**config.mk**
```make
export PLATFORM = sky130hd
export DESIGN_NAME = vad_segment_postprocessor_flat
export DESIGN_NICKNAME = d
export VERILOG_FILES = /design/src/rtl/core/vsp_pkg.sv /design/src/rtl/core/vsp_if.sv /design/src/rtl/core/vad_segment_postprocessor.sv /design/src/rtl/core/vsp_front.sv /design/src/rtl/core/vsp_queue.sv /design/src/rtl/core/vsp_back.sv /design/src/flat_wrapper.sv
export SDC_FILE = /design/constraint.sdc
export NUM_CORES = 1
export LEC_CHECK = 0
export BUFFER_PORTS_ARGS = -buffer_cell sky130_fd_sc_hd__buf_2
export CAP_MARGIN = 20
export CORE_AREA = 2 2 295 297
export DETAILED_ROUTE_END_ITERATION = 16
export DIE_AREA = 0 0 297 299
export PLACE_DENSITY = 0.68
export SKIP_CTS_REPAIR_TIMING = 1
export SLEW_MARGIN = 0
export SYNTH_ARGS = -nofsm -noshare
export SYNTH_HDL_FRONTEND = slang
export SYNTH_SLANG_ARGS = --single-unit
```
**constraint.sdc**
```tcl
create_clock -name clk -period 17.4 [get_ports clk]
set_input_delay 0.87 -clock clk [delete_from_list [all_inputs] [get_ports clk]]
set_output_delay 0.87 -clock clk [all_outputs]
set_load 0.01 [all_outputs]
```
**src/rtl/core/vsp_pkg.sv**
```systemverilog
// Shared types, widths and codes for the VAD segment postprocessor.
// No dependencies; every other file of the block depends on this package.
package vsp_pkg;

	localparam int PROB_W         = 16;
	localparam int IDX_W          = 32;
	localparam int FRAME_W        = 33;
	localparam int RUN_W          = 16;
	localparam int PAD_W          = 10;
	localparam int SMOOTH_W       = 5;
	localparam int THR_W          = 16;
	localparam int MAX_WINDOW_DEF = 16;
	localparam int QUEUE_DEPTH    = 4;
	localparam int QPTR_W         = 2;
	localparam int PADDR_W        = 5;
	localparam int PDATA_W        = 32;

	// Segment start or end that is not reported this frame
	localparam logic [FRAME_W-1:0] FRAME_NONE = '1;

	typedef enum logic [2:0] {
		REG_SMOOTH_LEN    = 3'd0,
		REG_SPEECH_THR    = 3'd1,
		REG_PAD_FRAMES    = 3'd2,
		REG_MIN_SPEECH    = 3'd3,
		REG_MAX_SPEECH    = 3'd4,
		REG_MIN_SILENCE   = 3'd5
	} cfg_reg_t;

	typedef enum logic [1:0] {
		MODE_SILENCE       = 2'd0,
		MODE_MAYBE_SPEECH  = 2'd1,
		MODE_SPEECH        = 2'd2,
		MODE_MAYBE_SILENCE = 2'd3
	} vad_mode_t;

	typedef struct packed {
		logic [THR_W-1:0] speech_threshold;
		logic [PAD_W-1:0] pad_frames;
		logic [RUN_W-1:0] min_speech_frames;
		logic [RUN_W-1:0] max_speech_frames;
		logic [RUN_W-1:0] min_silence_frames;
	} cfg_t;

	// One classified frame travelling from the front end to the segmenter
	typedef struct packed {
		logic valid;
		logic speech;
	} frame_cls_t;

endpackage

```
**src/rtl/core/vsp_if.sv**
```systemverilog
// Stream interfaces for probability input beats and segment result beats.
// Depends on vsp_pkg for field widths.
interface vsp_in_if;
	logic                        valid;
	logic                        ready;
	logic [vsp_pkg::PROB_W-1:0]  frame_prob;

	modport source (output valid, output frame_prob, input ready);
	modport sink   (input valid, input frame_prob, output ready);
endinterface

interface vsp_out_if;
	logic                        valid;
	logic                        ready;
	logic [vsp_pkg::IDX_W-1:0]   frame_index;
	logic                        start_flag;
	logic                        end_flag;
	logic signed [vsp_pkg::FRAME_W-1:0] start_frame;
	logic signed [vsp_pkg::FRAME_W-1:0] end_frame;

	modport source (output valid, output frame_index, output start_flag, output end_flag,
		output start_frame, output end_frame, input ready);
	modport sink   (input valid, input frame_index, input start_flag, input end_flag,
		input start_frame, input end_frame, output ready);
endinterface

```
**src/rtl/core/vad_segment_postprocessor.sv**
```systemverilog
// Top level of the VAD segment postprocessor: register port, front end, queue, segmenter.
// Depends on vsp_pkg, vsp_if, vsp_front, vsp_queue and vsp_back.
//
// Takes one speech probability beat per frame (unsigned Q0.16) and returns exactly one
// result beat per frame, in order: the one-based frame index, start and end flags, and the
// start and end frame of a segment (-1 when not reported). Probabilities are averaged over
// a window of smooth_len frames (0 acts as 1, values above MAX_WINDOW as MAX_WINDOW) that
// grows from empty; a frame is speech when window sum >= threshold * frames in window.
// A four-state hangover machine applies minimum speech, maximum speech (forced split, new
// segment on the next frame), minimum silence and start padding of max(pad, window).
// Rate: one frame per clock cycle sustained while the result side takes its beats; the
// window keeps a running sum and prefetches its oldest entry from the window memory, so
// the memory's single read port is used once per frame. A result beat passes the window
// stage register, which loads on the edge that accepts its probability beat, then the
// queue entry and then the output register. The front end keeps accepting while the
// result side stalls until its four-entry queue fills. Registers sit at byte addresses 4*i
// on the APB port, pready is tied high, and the user is to write only while the block
// is idle; the block itself does not enforce this. Writing smooth_len empties the
// window. No reset sweep: the block accepts beats right after reset.
module vad_segment_postprocessor #(
	parameter int MAX_WINDOW = vsp_pkg::MAX_WINDOW_DEF
) (
	input  logic                        clk,
	input  logic                        arst_n,
	vsp_in_if.sink                      frame_in,
	vsp_out_if.source                   result_out,
	input  logic                        psel,
	input  logic                        penable,
	input  logic                        pwrite,
	input  logic [vsp_pkg::PADDR_W-1:0] paddr,
	input  logic [vsp_pkg::PDATA_W-1:0] pwdata,
	output logic [vsp_pkg::PDATA_W-1:0] prdata,
	output logic                        pready
);
	import vsp_pkg::*;

	localparam int LW = $clog2(MAX_WINDOW + 1);

	logic [SMOOTH_W-1:0] smooth_len_q;
	logic [THR_W-1:0]    speech_threshold_q;
	logic [PAD_W-1:0]    pad_frames_q;
	logic [RUN_W-1:0]    spch_min_q;
	logic [RUN_W-1:0]    spch_max_q;
	logic [RUN_W-1:0]    sil_min_q;

	logic                wr_en;
	logic [2:0]          reg_idx;
	logic                win_clear;
	logic [LW-1:0]       win_len;
	logic [PAD_W-1:0]    pad_eff;
	cfg_t                cfg;

	frame_cls_t          cls_push;
	frame_cls_t          cls_head;
	logic                push_ready;
	logic                cls_pop;

	// Register port: write on the access phase, reads are pure decode
	assign pready    = 1'b1;
	assign wr_en     = psel && penable && pwrite && pready;
	assign reg_idx   = paddr[PADDR_W-1:2];
	assign win_clear = wr_en && (reg_idx == REG_SMOOTH_LEN);

	always_ff @(posedge clk or negedge arst_n) begin
		if (!arst_n) begin
			smooth_len_q       <= SMOOTH_W'(5);
			speech_threshold_q <= THR_W'(32768);
			pad_frames_q       <= PAD_W'(5);
			spch_min_q         <= RUN_W'(20);
			spch_max_q         <= RUN_W'(2000);
			sil_min_q          <= RUN_W'(70);
		end else if (wr_en) begin
			case (reg_idx)
				REG_SMOOTH_LEN:  smooth_len_q       <= pwdata[SMOOTH_W-1:0];
				REG_SPEECH_THR:  speech_threshold_q <= pwdata[THR_W-1:0];
				REG_PAD_FRAMES:  pad_frames_q       <= pwdata[PAD_W-1:0];
				REG_MIN_SPEECH:  spch_min_q         <= pwdata[RUN_W-1:0];
				REG_MAX_SPEECH:  spch_max_q         <= pwdata[RUN_W-1:0];
				REG_MIN_SILENCE: sil_min_q          <= pwdata[RUN_W-1:0];
				default:         smooth_len_q       <= smooth_len_q;
			endcase
		end
	end

	always_comb begin
		case (reg_idx)
			REG_SMOOTH_LEN:  prdata = PDATA_W'(smooth_len_q);
			REG_SPEECH_THR:  prdata = PDATA_W'(speech_threshold_q);
			REG_PAD_FRAMES:  prdata = PDATA_W'(pad_frames_q);
			REG_MIN_SPEECH:  prdata = PDATA_W'(spch_min_q);
			REG_MAX_SPEECH:  prdata = PDATA_W'(spch_max_q);
			REG_MIN_SILENCE: prdata = PDATA_W'(sil_min_q);
			default:         prdata = '0;
		endcase
	end

	// Clamp the window length into 1..MAX_WINDOW
	always_comb begin
		if (smooth_len_q == '0) begin
			win_len = LW'(1);
		end else if (32'(smooth_len_q) > 32'(MAX_WINDOW)) begin
			win_len = LW'(MAX_WINDOW);
		end else begin
			win_len = LW'(smooth_len_q);
		end
	end

	// Padding never shorter than the window
	assign pad_eff = (pad_frames_q > PAD_W'(win_len)) ? pad_frames_q : PAD_W'(win_len);

	assign cfg.speech_threshold   = speech_threshold_q;
	assign cfg.pad_frames         = pad_frames_q;
	assign cfg.min_speech_frames  = spch_min_q;
	assign cfg.max_speech_frames  = spch_max_q;
	assign cfg.min_silence_frames = sil_min_q;

	vsp_front #(
		.MAX_WINDOW (MAX_WINDOW)
	) u_front (
		.clk              (clk),
		.arst_n           (arst_n),
		.frame_in         (frame_in),
		.win_len          (win_len),
		.speech_threshold (cfg.speech_threshold),
		.win_clear        (win_clear),
		.cls              (cls_push),
		.cls_ready        (push_ready)
	);

	vsp_queue u_queue (
		.clk        (clk),
		.arst_n     (arst_n),
		.push       (cls_push),
		.push_ready (push_ready),
		.head       (cls_head),
		.pop        (cls_pop)
	);

	vsp_back u_back (
		.clk        (clk),
		.arst_n     (arst_n),
		.cls        (cls_head),
		.cls_pop    (cls_pop),
		.cfg        (cfg),
		.pad_eff    (pad_eff),
		.result_out (result_out)
	);

endmodule

```
**src/rtl/core/vsp_front.sv**
```systemverilog
// Front end: moving-average window over the probability stream and speech classification.
// Depends on vsp_pkg and vsp_in_if.
module vsp_front #(
	parameter int MAX_WINDOW = vsp_pkg::MAX_WINDOW_DEF
) (
	input  logic                              clk,
	input  logic                              arst_n,
	vsp_in_if.sink                            frame_in,
	input  logic [$clog2(MAX_WINDOW+1)-1:0]   win_len,
	input  logic [vsp_pkg::THR_W-1:0]         speech_threshold,
	input  logic                              win_clear,
	output vsp_pkg::frame_cls_t               cls,
	input  logic                              cls_ready
);
	import vsp_pkg::*;

	localparam int AW = (MAX_WINDOW > 1) ? $clog2(MAX_WINDOW) : 1;
	localparam int LW = $clog2(MAX_WINDOW + 1);
	localparam int SW = PROB_W + LW;
	localparam int TW = LW + 1;

	logic [PROB_W-1:0] win_mem [MAX_WINDOW];
	logic [AW-1:0]     wr_pos_q;
	logic [AW-1:0]     wr_next;
	logic [AW-1:0]     rd_addr;
	logic [TW-1:0]     rd_sum;
	logic [LW-1:0]     fill_q;
	logic [LW-1:0]     fill_next;
	logic [SW-1:0]     sum_q;
	logic [SW-1:0]     sum_next;
	logic [PROB_W-1:0] oldest_q;
	logic              win_full;
	logic              advance;
	logic              accept;
	logic              valid_s1;
	logic [SW-1:0]     sum_s1;
	logic [LW-1:0]     fill_s1;
	logic [SW-1:0]     thr_prod;

	assign advance        = !valid_s1 || cls_ready;
	assign accept         = frame_in.valid && advance;
	assign frame_in.ready = advance;

	assign win_full  = fill_q >= win_len;
	assign sum_next  = sum_q + SW'(frame_in.frame_prob) - (win_full ? SW'(oldest_q) : '0);
	assign fill_next = win_full ? fill_q : fill_q + LW'(1);
	assign wr_next   = (wr_pos_q == AW'(MAX_WINDOW - 1)) ? '0 : wr_pos_q + AW'(1);

	// Oldest entry for the next beat sits win_len places behind the next write slot
	assign rd_sum  = TW'(wr_next) + TW'(MAX_WINDOW) - TW'(win_len);
	assign rd_addr = (rd_sum >= TW'(MAX_WINDOW)) ? AW'(rd_sum - TW'(MAX_WINDOW)) : AW'(rd_sum);

	always_ff @(posedge clk) begin
		if (accept) begin
			win_mem[wr_pos_q] <= frame_in.frame_prob;
			// One-frame window: the oldest entry is the one written now
			if (rd_addr == wr_pos_q) begin
				oldest_q <= frame_in.frame_prob;
			end else begin
				oldest_q <= win_mem[rd_addr];
			end
		end
	end

	always_ff @(posedge clk or negedge arst_n) begin
		if (!arst_n) begin
			sum_q    <= '0;
			fill_q   <= '0;
			wr_pos_q <= '0;
		end else if (win_clear) begin
			sum_q    <= '0;
			fill_q   <= '0;
			wr_pos_q <= '0;
		end else if (accept) begin
			sum_q    <= sum_next;
			fill_q   <= fill_next;
			wr_pos_q <= wr_next;
		end
	end

	always_ff @(posedge clk or negedge arst_n) begin
		if (!arst_n) begin
			valid_s1 <= 1'b0;
		end else if (advance) begin
			valid_s1 <= frame_in.valid;
		end
	end

	always_ff @(posedge clk) begin
		if (accept) begin
			sum_s1  <= sum_next;
			fill_s1 <= fill_next;
		end
	end

	// Mean against threshold, kept exact: sum >= threshold * fill
	assign thr_prod   = SW'(speech_threshold) * SW'(fill_s1);
	assign cls.valid  = valid_s1;
	assign cls.speech = sum_s1 >= thr_prod;

endmodule

```
**src/rtl/core/vsp_queue.sv**
```systemverilog
// Short queue of classified frames between the front end and the segmenter.
// Depends on vsp_pkg.
module vsp_queue (
	input  logic                clk,
	input  logic                arst_n,
	input  vsp_pkg::frame_cls_t push,
	output logic                push_ready,
	output vsp_pkg::frame_cls_t head,
	input  logic                pop
);
	import vsp_pkg::*;

	localparam int CW = QPTR_W + 1;

	logic              speech_q [QUEUE_DEPTH];
	logic [QPTR_W-1:0] wr_ptr_q;
	logic [QPTR_W-1:0] rd_ptr_q;
	logic [CW-1:0]     count_q;
	logic              do_push;
	logic              do_pop;

	assign push_ready  = count_q != CW'(QUEUE_DEPTH);
	assign head.valid  = count_q != '0;
	assign head.speech = speech_q[rd_ptr_q];
	assign do_push     = push.valid && push_ready;
	assign do_pop      = pop && head.valid;

	always_ff @(posedge clk) begin
		if (do_push) begin
			speech_q[wr_ptr_q] <= push.speech;
		end
	end

	always_ff @(posedge clk or negedge arst_n) begin
		if (!arst_n) begin
			wr_ptr_q <= '0;
			rd_ptr_q <= '0;
			count_q  <= '0;
		end else begin
			if (do_push) begin
				wr_ptr_q <= wr_ptr_q + QPTR_W'(1);
			end
			if (do_pop) begin
				rd_ptr_q <= rd_ptr_q + QPTR_W'(1);
			end
			case ({do_push, do_pop})
				2'b10:   count_q <= count_q + CW'(1);
				2'b01:   count_q <= count_q - CW'(1);
				default: count_q <= count_q;
			endcase
		end
	end

endmodule

```
**src/rtl/core/vsp_back.sv**
```systemverilog
// Segmenter: hangover state machine, frame counter and registered result beat.
// Depends on vsp_pkg and vsp_out_if.
module vsp_back (
	input  logic                      clk,
	input  logic                      arst_n,
	input  vsp_pkg::frame_cls_t       cls,
	output logic                      cls_pop,
	input  vsp_pkg::cfg_t             cfg,
	input  logic [vsp_pkg::PAD_W-1:0] pad_eff,
	vsp_out_if.source                 result_out
);
	import vsp_pkg::*;

	localparam int CAND_W = FRAME_W + 2;

	function automatic logic [RUN_W-1:0] sat_inc(input logic [RUN_W-1:0] v);
		return (v == '1) ? v : v + RUN_W'(1);
	endfunction

	vad_mode_t          mode_q, mode_d;
	logic [IDX_W-1:0]   fc_q;
	logic [RUN_W-1:0]   speech_run_q, speech_run_d;
	logic [RUN_W-1:0]   silence_run_q, silence_run_d;
	logic               split_q, split_d;
	logic [FRAME_W-1:0] open_start_q, open_start_d;
	logic [FRAME_W-1:0] closed_next_q, closed_next_d;

	logic               out_valid_q;
	logic [IDX_W-1:0]   frame_index_q;
	logic               start_flag_q, start_flag_d;
	logic               end_flag_q, end_flag_d;
	logic [FRAME_W-1:0] start_frame_q, start_frame_d;
	logic [FRAME_W-1:0] end_frame_q, end_frame_d;

	logic [RUN_W-1:0]   run_inc;
	logic [RUN_W-1:0]   sil_inc;
	logic [FRAME_W-1:0] fc_ext;
	logic [FRAME_W-1:0] open_mid;
	logic               do_split;
	logic signed [CAND_W-1:0] cand;
	logic signed [CAND_W-1:0] cand_lo;
	logic signed [CAND_W-1:0] closed_s;
	logic signed [CAND_W-1:0] cand_hi;
	logic signed [CAND_W-1:0] start_cand;
	logic [FRAME_W-1:0] start_sat;

	assign cls_pop = cls.valid && (!out_valid_q || result_out.ready);

	assign run_inc  = sat_inc(speech_run_q);
	assign sil_inc  = sat_inc(silence_run_q);
	assign fc_ext   = FRAME_W'(fc_q);
	assign open_mid = split_q ? fc_ext : open_start_q;

	// Padded start: max(fc - run + 1 - pad, 1, last end + 1), clipped to 32 bits
	always_comb begin
		cand       = CAND_W'(fc_q) + CAND_W'(1) - CAND_W'(run_inc) - CAND_W'(pad_eff);
		cand_lo    = (cand > CAND_W'(1)) ? cand : CAND_W'(1);
		closed_s   = CAND_W'(closed_next_q);
		cand_hi    = (closed_s > cand_lo) ? closed_s : cand_lo;
		start_cand = (cand_hi > CAND_W'({IDX_W{1'b1}})) ? CAND_W'({IDX_W{1'b1}}) : cand_hi;
		start_sat  = start_cand[FRAME_W-1:0];
	end

	always_comb begin
		mode_d        = mode_q;
		speech_run_d  = speech_run_q;
		silence_run_d = silence_run_q;
		split_d       = split_q;
		open_start_d  = open_start_q;
		closed_next_d = closed_next_q;
		start_flag_d  = 1'b0;
		end_flag_d    = 1'b0;
		start_frame_d = FRAME_NONE;
		end_frame_d   = FRAME_NONE;
		do_split      = 1'b0;

		// New segment opens on the frame after a forced split
		if (split_q) begin
			start_flag_d  = 1'b1;
			start_frame_d = fc_ext;
			open_start_d  = fc_ext;
			split_d       = 1'b0;
		end

		case (mode_q)
			MODE_SILENCE: begin
				if (cls.speech) begin
					mode_d       = MODE_MAYBE_SPEECH;
					speech_run_d = run_inc;
				end else begin
					silence_run_d = sil_inc;
					speech_run_d  = '0;
				end
			end
			MODE_MAYBE_SPEECH: begin
				if (cls.speech) begin
					speech_run_d = run_inc;
					if (run_inc >= cfg.min_speech_frames) begin
						mode_d        = MODE_SPEECH;
						start_flag_d  = 1'b1;
						start_frame_d = start_sat;
						open_start_d  = start_sat;
						silence_run_d = '0;
					end
				end else begin
					mode_d        = MODE_SILENCE;
					silence_run_d = RUN_W'(1);
					speech_run_d  = '0;
				end
			end
			MODE_SPEECH: begin
				speech_run_d = run_inc;
				if (cls.speech) begin
					silence_run_d = '0;
					do_split      = run_inc >= cfg.max_speech_frames;
				end else begin
					mode_d        = MODE_MAYBE_SILENCE;
					silence_run_d = sil_inc;
				end
			end
			MODE_MAYBE_SILENCE: begin
				speech_run_d = run_inc;
				if (cls.speech) begin
					mode_d        = MODE_SPEECH;
					silence_run_d = '0;
					do_split      = run_inc >= cfg.max_speech_frames;
				end else begin
					silence_run_d = sil_inc;
					if (sil_inc >= cfg.min_silence_frames) begin
						mode_d        = MODE_SILENCE;
						end_flag_d    = 1'b1;
						end_frame_d   = fc_ext;
						start_frame_d = open_mid;
						closed_next_d = fc_ext + FRAME_W'(1);
						open_start_d  = FRAME_NONE;
						speech_run_d  = '0;
					end
				end
			end
			default: begin
				mode_d = mode_q;
			end
		endcase

		// Maximum length reached: close here and reopen on the next frame
		if (do_split) begin
			split_d       = 1'b1;
			speech_run_d  = '0;
			end_flag_d    = 1'b1;
			end_frame_d   = fc_ext;
			start_frame_d = open_mid;
			open_start_d  = FRAME_NONE;
			closed_next_d = fc_ext + FRAME_W'(1);
		end
	end

	always_ff @(posedge clk or negedge arst_n) begin
		if (!arst_n) begin
			mode_q        <= MODE_SILENCE;
			fc_q          <= IDX_W'(1);
			speech_run_q  <= '0;
			silence_run_q <= '0;
			split_q       <= 1'b0;
			open_start_q  <= FRAME_NONE;
			closed_next_q <= '0;
		end else if (cls_pop) begin
			mode_q        <= mode_d;
			fc_q          <= fc_q + IDX_W'(1);
			speech_run_q  <= speech_run_d;
			silence_run_q <= silence_run_d;
			split_q       <= split_d;
			open_start_q  <= open_start_d;
			closed_next_q <= closed_next_d;
		end
	end

	always_ff @(posedge clk or negedge arst_n) begin
		if (!arst_n) begin
			out_valid_q <= 1'b0;
		end else if (cls_pop) begin
			out_valid_q <= 1'b1;
		end else if (result_out.ready) begin
			out_valid_q <= 1'b0;
		end
	end

	always_ff @(posedge clk) begin
		if (cls_pop) begin
			frame_index_q <= fc_q;
			start_flag_q  <= start_flag_d;
			end_flag_q    <= end_flag_d;
			start_frame_q <= start_frame_d;
			end_frame_q   <= end_frame_d;
		end
	end

	assign result_out.valid       = out_valid_q;
	assign result_out.frame_index = frame_index_q;
	assign result_out.start_flag  = start_flag_q;
	assign result_out.end_flag    = end_flag_q;
	assign result_out.start_frame = start_frame_q;
	assign result_out.end_frame   = end_frame_q;

endmodule

```
**src/flat_wrapper.sv**
```systemverilog
// flat-port wrapper written by rule: the top's interface ports become plain ports
module vad_segment_postprocessor_flat import vsp_pkg::*;
#(
	parameter int MAX_WINDOW = vsp_pkg::MAX_WINDOW_DEF
)
  (clk, arst_n, psel, penable, pwrite, paddr, pwdata, prdata, pready, frame_in_valid, frame_in_frame_prob, frame_in_ready, result_out_valid, result_out_frame_index, result_out_start_flag, result_out_end_flag, result_out_start_frame, result_out_end_frame, result_out_ready);
  vsp_in_if frame_in_i ();
  vsp_out_if result_out_i ();
  input  logic clk;
  input  logic arst_n;
  input  logic psel;
  input  logic penable;
  input  logic pwrite;
  input  logic [vsp_pkg::PADDR_W-1:0] paddr;
  input  logic [vsp_pkg::PDATA_W-1:0] pwdata;
  output logic [vsp_pkg::PDATA_W-1:0] prdata;
  output logic pready;
  input wire logic [$bits(frame_in_i.valid)-1:0] frame_in_valid;
  input wire logic [$bits(frame_in_i.frame_prob)-1:0] frame_in_frame_prob;
  output wire logic [$bits(frame_in_i.ready)-1:0] frame_in_ready;
  output wire logic [$bits(result_out_i.valid)-1:0] result_out_valid;
  output wire logic [$bits(result_out_i.frame_index)-1:0] result_out_frame_index;
  output wire logic [$bits(result_out_i.start_flag)-1:0] result_out_start_flag;
  output wire logic [$bits(result_out_i.end_flag)-1:0] result_out_end_flag;
  output wire logic [$bits(result_out_i.start_frame)-1:0] result_out_start_frame;
  output wire logic [$bits(result_out_i.end_frame)-1:0] result_out_end_frame;
  input wire logic [$bits(result_out_i.ready)-1:0] result_out_ready;
  assign frame_in_i.valid = frame_in_valid;
  assign frame_in_i.frame_prob = frame_in_frame_prob;
  assign frame_in_ready = frame_in_i.ready;
  assign result_out_valid = result_out_i.valid;
  assign result_out_frame_index = result_out_i.frame_index;
  assign result_out_start_flag = result_out_i.start_flag;
  assign result_out_end_flag = result_out_i.end_flag;
  assign result_out_start_frame = result_out_i.start_frame;
  assign result_out_end_frame = result_out_i.end_frame;
  assign result_out_i.ready = result_out_ready;
  vad_segment_postprocessor #(.MAX_WINDOW(MAX_WINDOW)) u_core (.clk(clk), .arst_n(arst_n), .frame_in(frame_in_i), .result_out(result_out_i), .psel(psel), .penable(penable), .pwrite(pwrite), .paddr(paddr), .pwdata(pwdata), .prdata(prdata), .pready(pready));
endmodule
```
==> summary.md, run 1 <==
| Metric | Value |
|---|---|
| Status | `complete, no violations` |
| Worst Path Arrival | `12.34 ns` |
| Placer Congestion | `0.928` |
| Int Power | `4.78 mW` |
| Via Count | `27500` |
| Post-DP HPWL | `67500 um` |
| Synth unique cells | `96` |
| Crit-path slowest cell | `o21a_1` |
| Synth top area share | `31.5%` |
| Register Area | `18400 um2` |
| Die Span Y | `299 um` |
| Setup repair after global routing missed its margin | `false` |
| RR Startpoint | `u_core.u_back.speech_run_q[3]` |
| Crit path kind | `reg2reg` |
| Reg power frac | `29.2%` |
| Psw | `3.24 mW` |
| Final Cycle Share | `67.8%` |
| Crit path top cell by count | `nand4_1` |
| CTS buffer count | `74` |
| Final net count | `3982` |
| Least-Margin Pin Slew | `1.12 ns` |
| Worst EP required | `17.95 ns` |
| # clock sinks | `653` |
| Max-Cap Viols | `0` |
| Rows | `108` |
| Post-Syn Area per Cell | `10.9 um2` |
| Worst Skew | `0.0347 ns` |
| Crit. End Element | `flip-flop` |
| Vias in the first global route | `26500` |
| PwrDens | `188 nW/um2` |
| Layout cells sized above 1 | `14.9%` |
| Hold violation count in the final report | `0` |
| Congestion Overflow GR | `0` |
| Antenna violations before repair | `6` |
| Global-route wire length before repair | `155000 um` |
| Clock Pin Slew Worst Setup and Hold Paths | `0.06 ns` |
| CTS H-tree depth | `3` |
| Die Span X | `297 um` |
| Largest net degree at the start of global routing | `137` |
| Detailed Route WL | `98500 um` |
| TritonRoute pass-1 iters | `5` |
| Async set-or-reset flop fraction in the synthesized netlist | `38.4%` |
| Fill cells | `7721` |
| I/O Pins | `195` |
| Syn Inst Count | `3504` |
| Clock Path Buffers | `3` |
| Worst Reg2Reg Path Length in Cells | `37` |
| # DRC | `0` |
| Max rail drop VDD | `0.141 mV` |
| Max Slew Vio Count | `0` |
| Synth Cell Area | `38300 um2` |
| Via density | `5.69` |
| Overall power | `8.02 mW` |
| LEAKAGE | `17.5 nW` |
| Startpoint types | `flip-flop` |
| Sw Ratio | `40.3%` |
| Wirelength per Cell | `20.4 um` |
| Setup TNS | `0 ns` |
| Hold_ws | `0.336 ns` |
| DRT iter0 DRCs | `2832` |
| Area of the multi-input gates | `18300 um2` |
| Post-synth top flop | `edfxtp_1` |
| Clk pwr share | `19.6%` |
| Largest stage delay on the critical path | `0.82 ns` |
| Core area | `85900 um2` |
| Worst reg-to-reg setup slack | `5.61 ns` |
| Synth warn | `0` |
| Crit path capture | `u_core.u_back.open_start_q[2]` |
| Comb power frac | `51.2%` |
| Synth area leaders | `edfxtp_1, dfrtp_1, ha_1, mux4_2, nand2_1` |
| RR Endpoint | `u_core.u_back.open_start_q[2]` |
| Clock root buffer | `clkbuf_16` |
| Hold/Removal Path Class | `in2async` |
| DIE AREA | `88800 um2` |
| Post-synthesis sequential area ratio | `48.1%` |
| Clk_lat worst skew | `0.66 ns` |
| Final ANT Viol Nets | `0` |
| Crit path from | `u_core.u_back.speech_run_q[3]` |
| Area delta synth->final | `11.6%` |
| All-Layer GR Usage | `22.0%` |
| Rel. slew slack | `25.1%` |
| CP max FO | `33` |
| Final setup fails | `0` |
| Port bufs | `159` |
| Initial Util | `44.6%` |
| Post-synth EDFFs | `402` |
| Final worst path period need | `11.79 ns` |
| CTS tree | `yes` |
| #FFs+latches synth | `653` |
| Fmax | `84.8 MHz` |
| Cell taking the most area after synthesis | `edfxtp_1` |
## power groups by stage
stage                     combinational, mW  sequential (mW)  clock, mW
after floorplan                        3.11             2.29          0
after global placement                 4.01             2.35          0
after detailed placement               4.08             2.36          0
after CTS                              4.12             2.34       1.60
after global routing                   4.65             2.38       1.66
final                                  4.11             2.34       1.57
## per-stage QoR
step	std cells	worst slack (ns)	cell area, um2	utilization (%)
final	4838	5.61	42700	49.7
after global routing	4836	4.90	42700	49.7
after CTS	4833	5.73	42700	49.7
after detailed placement	4697	5.74	40200	46.8
after global placement	4697	6.09	40200	46.8
after floorplan	3519	8.88	38400	-
## placed cells by master (no fill, tap or decap), drive strengths merged, types with 76 or more instances in the layout
master / n
a21oi: 196
and2: 94
buf: 200
clkbuf: 96
dfrtp: 201
edfxtp: 402
ha: 239
inv: 255
mux4: 84
nand2: 405
nor2: 204
o21ai: 185
o22ai: 76
xnor2: 130
## flip-flops by register name (all words and copies together), names as in the netlist, 5 cells and up, named ones only
name and count:
u_core.u_back.closed_next_q 33, u_core.u_back.result_out.start_frame 33, u_core.u_front.sum_s1 21, u_core.u_back.result_out.end_frame 33, u_core.smooth_len_q 5, u_core.u_back.speech_run_q 16
u_core.pad_frames_q 10, u_core.u_front.sum_q 21, u_core.sil_min_q 16, u_core.u_front.win_mem 256, u_core.u_front.fill_s1 5, u_core.u_front.fill_q 5
u_core.u_back.silence_run_q 16, u_core.u_front.oldest_q 16, u_core.u_back.open_start_q 33, u_core.spch_max_q 16, u_core.u_back.result_out.frame_index 32, u_core.spch_min_q 16
u_core.speech_threshold_q 16, u_core.u_back.fc_q 32
## cells by family (layout without fill, tap and decap cells)
family | Yosys count | count (layout) | share of synthesized area [%]
AND/OR/NAND/NOR | 1049 | 1049 | 13.1
AO/OA/AOI/OAI | 732 | 732 | 12.0
flip-flops | 653 | 653 | 48.1
buffers and inverters | 426 | 588 | 4.49
adder cells (fa/ha/maj) | 303 | 303 | 11.1
XOR/XNOR | 183 | 183 | 4.20
multiplexers | 156 | 156 | 6.96
other | 2 | 19 | 0.0196
## routing by layer
layer | part of all wire (%) | up-vias | GRT usage [%]
met1 | 44 | 13500 | 31.2
met4 | 2.7 | 6 | 6.96
met2 | 46 | 977 | 34.8
met3 | 6.6 | 163 | 3.68
met5 | 0.042 | - | 0
li1 | - | 12900 | -
## cell type report
type / count / share of cell area (%)
repair buffers: 200 / 2.75
inverters: 252 / 2.22
well taps: 1155 / 3.38
clock buffers: 96 / 4.74
diodes: 2 / 0.0117
multi-input cells: 2440 / 42.8
clock inverters: 40 / 1.06
flip-flops and latches: 653 / 43.1
## cells in the mapped netlist, types with 18 or more instances
master / count
xor2_1: 53
xnor2_1: 129
nor2_1: 204
o221ai_1: 25
mux2i_1: 30
mux4_2: 84
inv_1: 248
edfxtp_1: 402
and3_1: 52
clkbuf_1: 131
nand4_1: 34
nand3_1: 60
nand2_1: 405
a21oi_1: 194
or2_2: 30
nand2b_1: 29
nor2b_1: 21
ha_1: 239
o22ai_1: 76
buf_4: 19
fa_1: 62
and2_1: 93
nor3_1: 42
or3_1: 21
dfrtp_1: 201
mux2_2: 42
a31oi_1: 40
o21a_1: 24
o21ai_0: 180
dfstp_2: 50
a211oi_1: 18
a21o_1: 37
## worst max-delay path: cells and delay by family, from the launching register on
family          cells  cell delay, ns
xor+xnor            1            0.09
buf+inv             2            0.59
compound gates     16            4.32
fa+ha+maj           4            1.47
flops               1            0.47
simple gates       14            4.72
## how the worst min path moves through the flow
stage                                    start  slack, ns                                        to
finish                                  arst_n       0.34             u_core.speech_threshold_q[14]
floorplan               u_core.u_back.fc_q[10]       0.42  u_core.u_back.result_out.frame_index[10]
detailed placement  u_core.u_queue.rd_ptr_q[1]       0.48                u_core.u_queue.rd_ptr_q[1]
global placement    u_core.u_queue.rd_ptr_q[1]       0.47                u_core.u_queue.rd_ptr_q[1]
global route                            arst_n       0.38             u_core.speech_threshold_q[14]
CTS                                     arst_n       0.37                  u_core.u_front.sum_q[11]
Power figures use the tool's default switching activity.
==> inputs of run 2 (changes only) <==
ABC_AREA = 1   (was not set)
CORE_AREA = 2 2 302 304   (was 2 2 295 297)
DIE_AREA = 0 0 304 306   (was 0 0 297 299)
PLACE_DENSITY = 0.71   (was 0.68)
clock period = 9.83 ns   (was 17.4 ns; I/O delays follow)
==> summary.md, run 2 <==
| Metric | Value |
|---|---|
| Register Area | `18400 um2 (unchanged)` |
| Post-DP HPWL | `78300 um (+16%)` |
| Max-Cap Viols | `0 (unchanged)` |
| Reg power frac | `24.8% (-4.4 points)` |
| Congestion Overflow GR | `0 (unchanged)` |
| Post-synth top flop | `edfxtp_1` |
| DIE AREA | `93000 um2 (+4.8%)` |
| Final net count | `5285 (+33%)` |
| Synth cell count leaders | `nand2_1, inv_1, nor2_1, edfxtp_1, o21ai_0` |
| Status | `complete, no violations` |
| Post-route worst setup slack | `0.858 ns (-4.75 ns)` |
| Cell taking the most area after synthesis | `edfxtp_1` |
| Startpoint types | `flip-flop` |
| Crit. End Element | `flip-flop` |
| Worst Skew | `0.0225 ns (-0.0122 ns)` |
| Setup repair after global routing missed its margin | `false` |
| Core area | `89600 um2 (+4.3%)` |
| Largest stage delay on the critical path | `0.47 ns (-0.35 ns)` |
| Initial Util | `44.9% (+0.31 points)` |
| Largest net degree at the start of global routing | `168 (+23%)` |
| Crit path kind | `reg2reg` |
| Post-synth EDFFs | `402 (unchanged)` |
| Place WS | `0.829 ns (-4.91 ns)` |
| CTS buffer count | `75 (+1.4%)` |
| Hold violation count in the final report | `0 (unchanged)` |
| Synth Cell Area | `40200 um2 (+5.0%)` |
| Layout cells sized above 1 | `9.02% (-5.9 points)` |
| Hold/Removal Path Class | `in2reg` |
| Clk_lat worst skew | `0.64 ns (-0.02 ns)` |
| CP max FO | `21 (-36%)` |
| Clock root buffer | `clkbuf_16` |
| Final ANT Viol Nets | `0 (unchanged)` |
| Fill cells | `8340 (+8.0%)` |
| Max Slew Vio Count | `0 (unchanged)` |
| Syn Inst Count | `4811 (+37%)` |
| Biggest register | `u_core.u_front.win_mem` |
| PwrDens | `391 nW/um2 (+110%)` |
| Commonest non-fill, non-tap cells in the layout | `nand2_1, inv_1, nor2_1, edfxtp_1, o21ai_0` |
| Die Span Y | `306 um (+2.3%)` |
| Final setup fails | `0 (unchanged)` |
| Comb power frac | `58.9% (+7.7 points)` |
| Crit path top cell by count | `nand2_1` |
| Antenna violations before repair | `5 (-1)` |
| Placer Congestion | `0.910 (-2.0%)` |
| Clk pwr share | `16.3% (-3.3 points)` |
| DP Area | `42200 um2 (+4.9%)` |
| Async set-or-reset flop fraction in the synthesized netlist | `38.4% (unchanged)` |
| DRT iter0 DRCs | `2837 (+0.18%)` |
| Non-Filler Instances | `6163 (+27%)` |
| Synth top area share | `30.0% (-1.5 points)` |
| # clock sinks | `653 (unchanged)` |
| # DRC | `0 (unchanged)` |
| Detailed Route WL | `112000 um (+14%)` |
| Vias in the first global route | `31900 (+21%)` |
| CTS tree | `yes` |
| Hold_ws | `0.0712 ns (-0.265 ns)` |
| Via Count | `33300 (+21%)` |
| Max rail drop VDD | `0.229 mV (+63%)` |
| Port bufs | `159 (unchanged)` |
| Max FFs per register | `256 (unchanged)` |
| Psw | `8.50 mW (+160%)` |
| Final Cycle Share | `91.3% (+24 points)` |
| Placed cell count | `6020 (+28%)` |
| Clock Path Buffers | `3 (unchanged)` |
| Overall power | `17.5 mW (+120%)` |
| Area delta synth->final | `11.2%` |
| Clock Pin Slew Worst Setup and Hold Paths | `0.06 ns (about the same)` |
| Global-route wire length before repair | `176000 um (+14%)` |
| Int Power | `8.98 mW (+88%)` |
| Final worst path period need | `8.97 ns (-2.82 ns)` |
| Synth area leaders | `edfxtp_1, dfrtp_1, nand2_1, ha_1, inv_1` |
| Crit-path slowest cell | `fa_1` |
| All-Layer GR Usage | `23.9% (+1.8 points)` |
| Synth unique cells | `60 (-38%)` |
| Rel. slew slack | `26.8% (+1.7 points)` |
| LEAKAGE | `20.4 nW (+17%)` |
| Wirelength per Cell | `18.2 um (-11%)` |
| Fin util | `49.9% (+0.16 points)` |
| Sw Ratio | `48.6% (+8.3 points)` |
| Post-synthesis sequential area ratio | `45.8% (-2.3 points)` |
| Synth warn | `0 (unchanged)` |
| Number of diodes | `0 (-2)` |
| Least-Margin Pin Slew | `1.10 ns (-0.0256 ns)` |
| I/O Pins | `195 (unchanged)` |
| Fmax | `111 MHz (+31%)` |
| Die Span X | `304 um (+2.4%)` |
| Finished Cell Area | `44700 um2 (+4.6%)` |
| Most frequent cell after synthesis | `nand2_1` |
| Worst EP required | `10.23 ns (-7.72 ns)` |
| Post-Syn Area per Cell | `8.36 um2 (-24%)` |
| Worst Path Arrival | `9.37 ns (-2.97 ns)` |
| Leading cell type in the layout, fill and taps excluded | `nand2_1` |
| CTS H-tree depth | `3 (unchanged)` |
| Rows | `110 (+1.9%)` |
| #FFs+latches synth | `653 (unchanged)` |
| Via density | `5.40 (-5.0%)` |
| Area of the multi-input gates | `18400 um2 (+0.60%)` |
| TritonRoute pass-1 iters | `7 (+2)` |
| Setup TNS | `0 ns (unchanged)` |
==> run 2: changes by cell type after synthesis, moves of 51 or more <==
cell,delta
mux4_2,-84
nand3_1,+89
and2_1,-91
nand4_1,+53
inv_1,+446
xnor2_1,-113
and3_1,-51
a21oi_1,+139
nor2_1,+234
nand2_1,+726
o21ai_0,+183
==> run 2: routing by layer <==
layer	routed length, um	GRT usage, %	vias to the layer above
met1	46400	30.3	15700
met4	5740	11.5	8
met3	6280	2.85	276
met5	62	0	-
met2	53600	40.7	1147
li1	-	-	16200
==> run 2: worst max-delay path: cells and delay by family, from the launching register on <==
family	cells	cell delay, ns
compound gates	6	0.95
xor+xnor	2	0.45
fa+ha+maj	6	1.84
buf+inv	6	1.01
flops	1	0.39
simple gates	35	4.09
==> run 2: power by group through the flow <==
stage	Clock [mW]	Sequential [mW]	Combinational, mW
global route	2.99	4.39	11.7
global placement	0	4.36	9.96
detailed placement	0	4.37	10.2
CTS	2.89	4.32	10.3
finish	2.85	4.33	10.3
floorplan	0	4.27	7.39
==> run 2: cell type report <==
type	count	area share [%]
Clock buffer	91	4.56
Clock inverter	49	1.04
Inverter	707	5.94
Multi-Input combinational cell	3273	41.1
Sequential cell	653	41.2
Tap cell	1176	3.29
Timing Repair Buffer	214	2.85
==> run 2: final timing paths <==
kind	from	slack, ns	to	cells past startpoint
worst max register to register	u_core.u_back.speech_run_q[0]	0.86	u_core.u_back.result_out.start_frame[31]	55
worst min register to register	u_core.spch_min_q[8]	0.48	u_core.spch_min_q[8]	2
max in group asynchronous	arst_n	7.81	u_core.u_back.fc_q[23]	3
min in group asynchronous	arst_n	0.51	u_core.u_back.silence_run_q[9]	2
worst min-delay path	result_out_ready	0.07	u_core.u_back.result_out.valid	2
worst max-delay path	u_core.u_back.speech_run_q[0]	0.86	u_core.u_back.result_out.start_frame[31]	55
==> run 2: kinds of logic after synthesis <==
| family | count (synthesis) | synth area share (%) |
|---|---|---|
| buf+inv | 900 | 8.76 |
| xor+xnor | 100 | 2.18 |
| other cells | 2 | 0.0187 |
| fa+ha+maj | 301 | 10.5 |
| compound gates | 935 | 13.0 |
| simple gates | 1920 | 19.7 |
| flops | 653 | 45.8 |
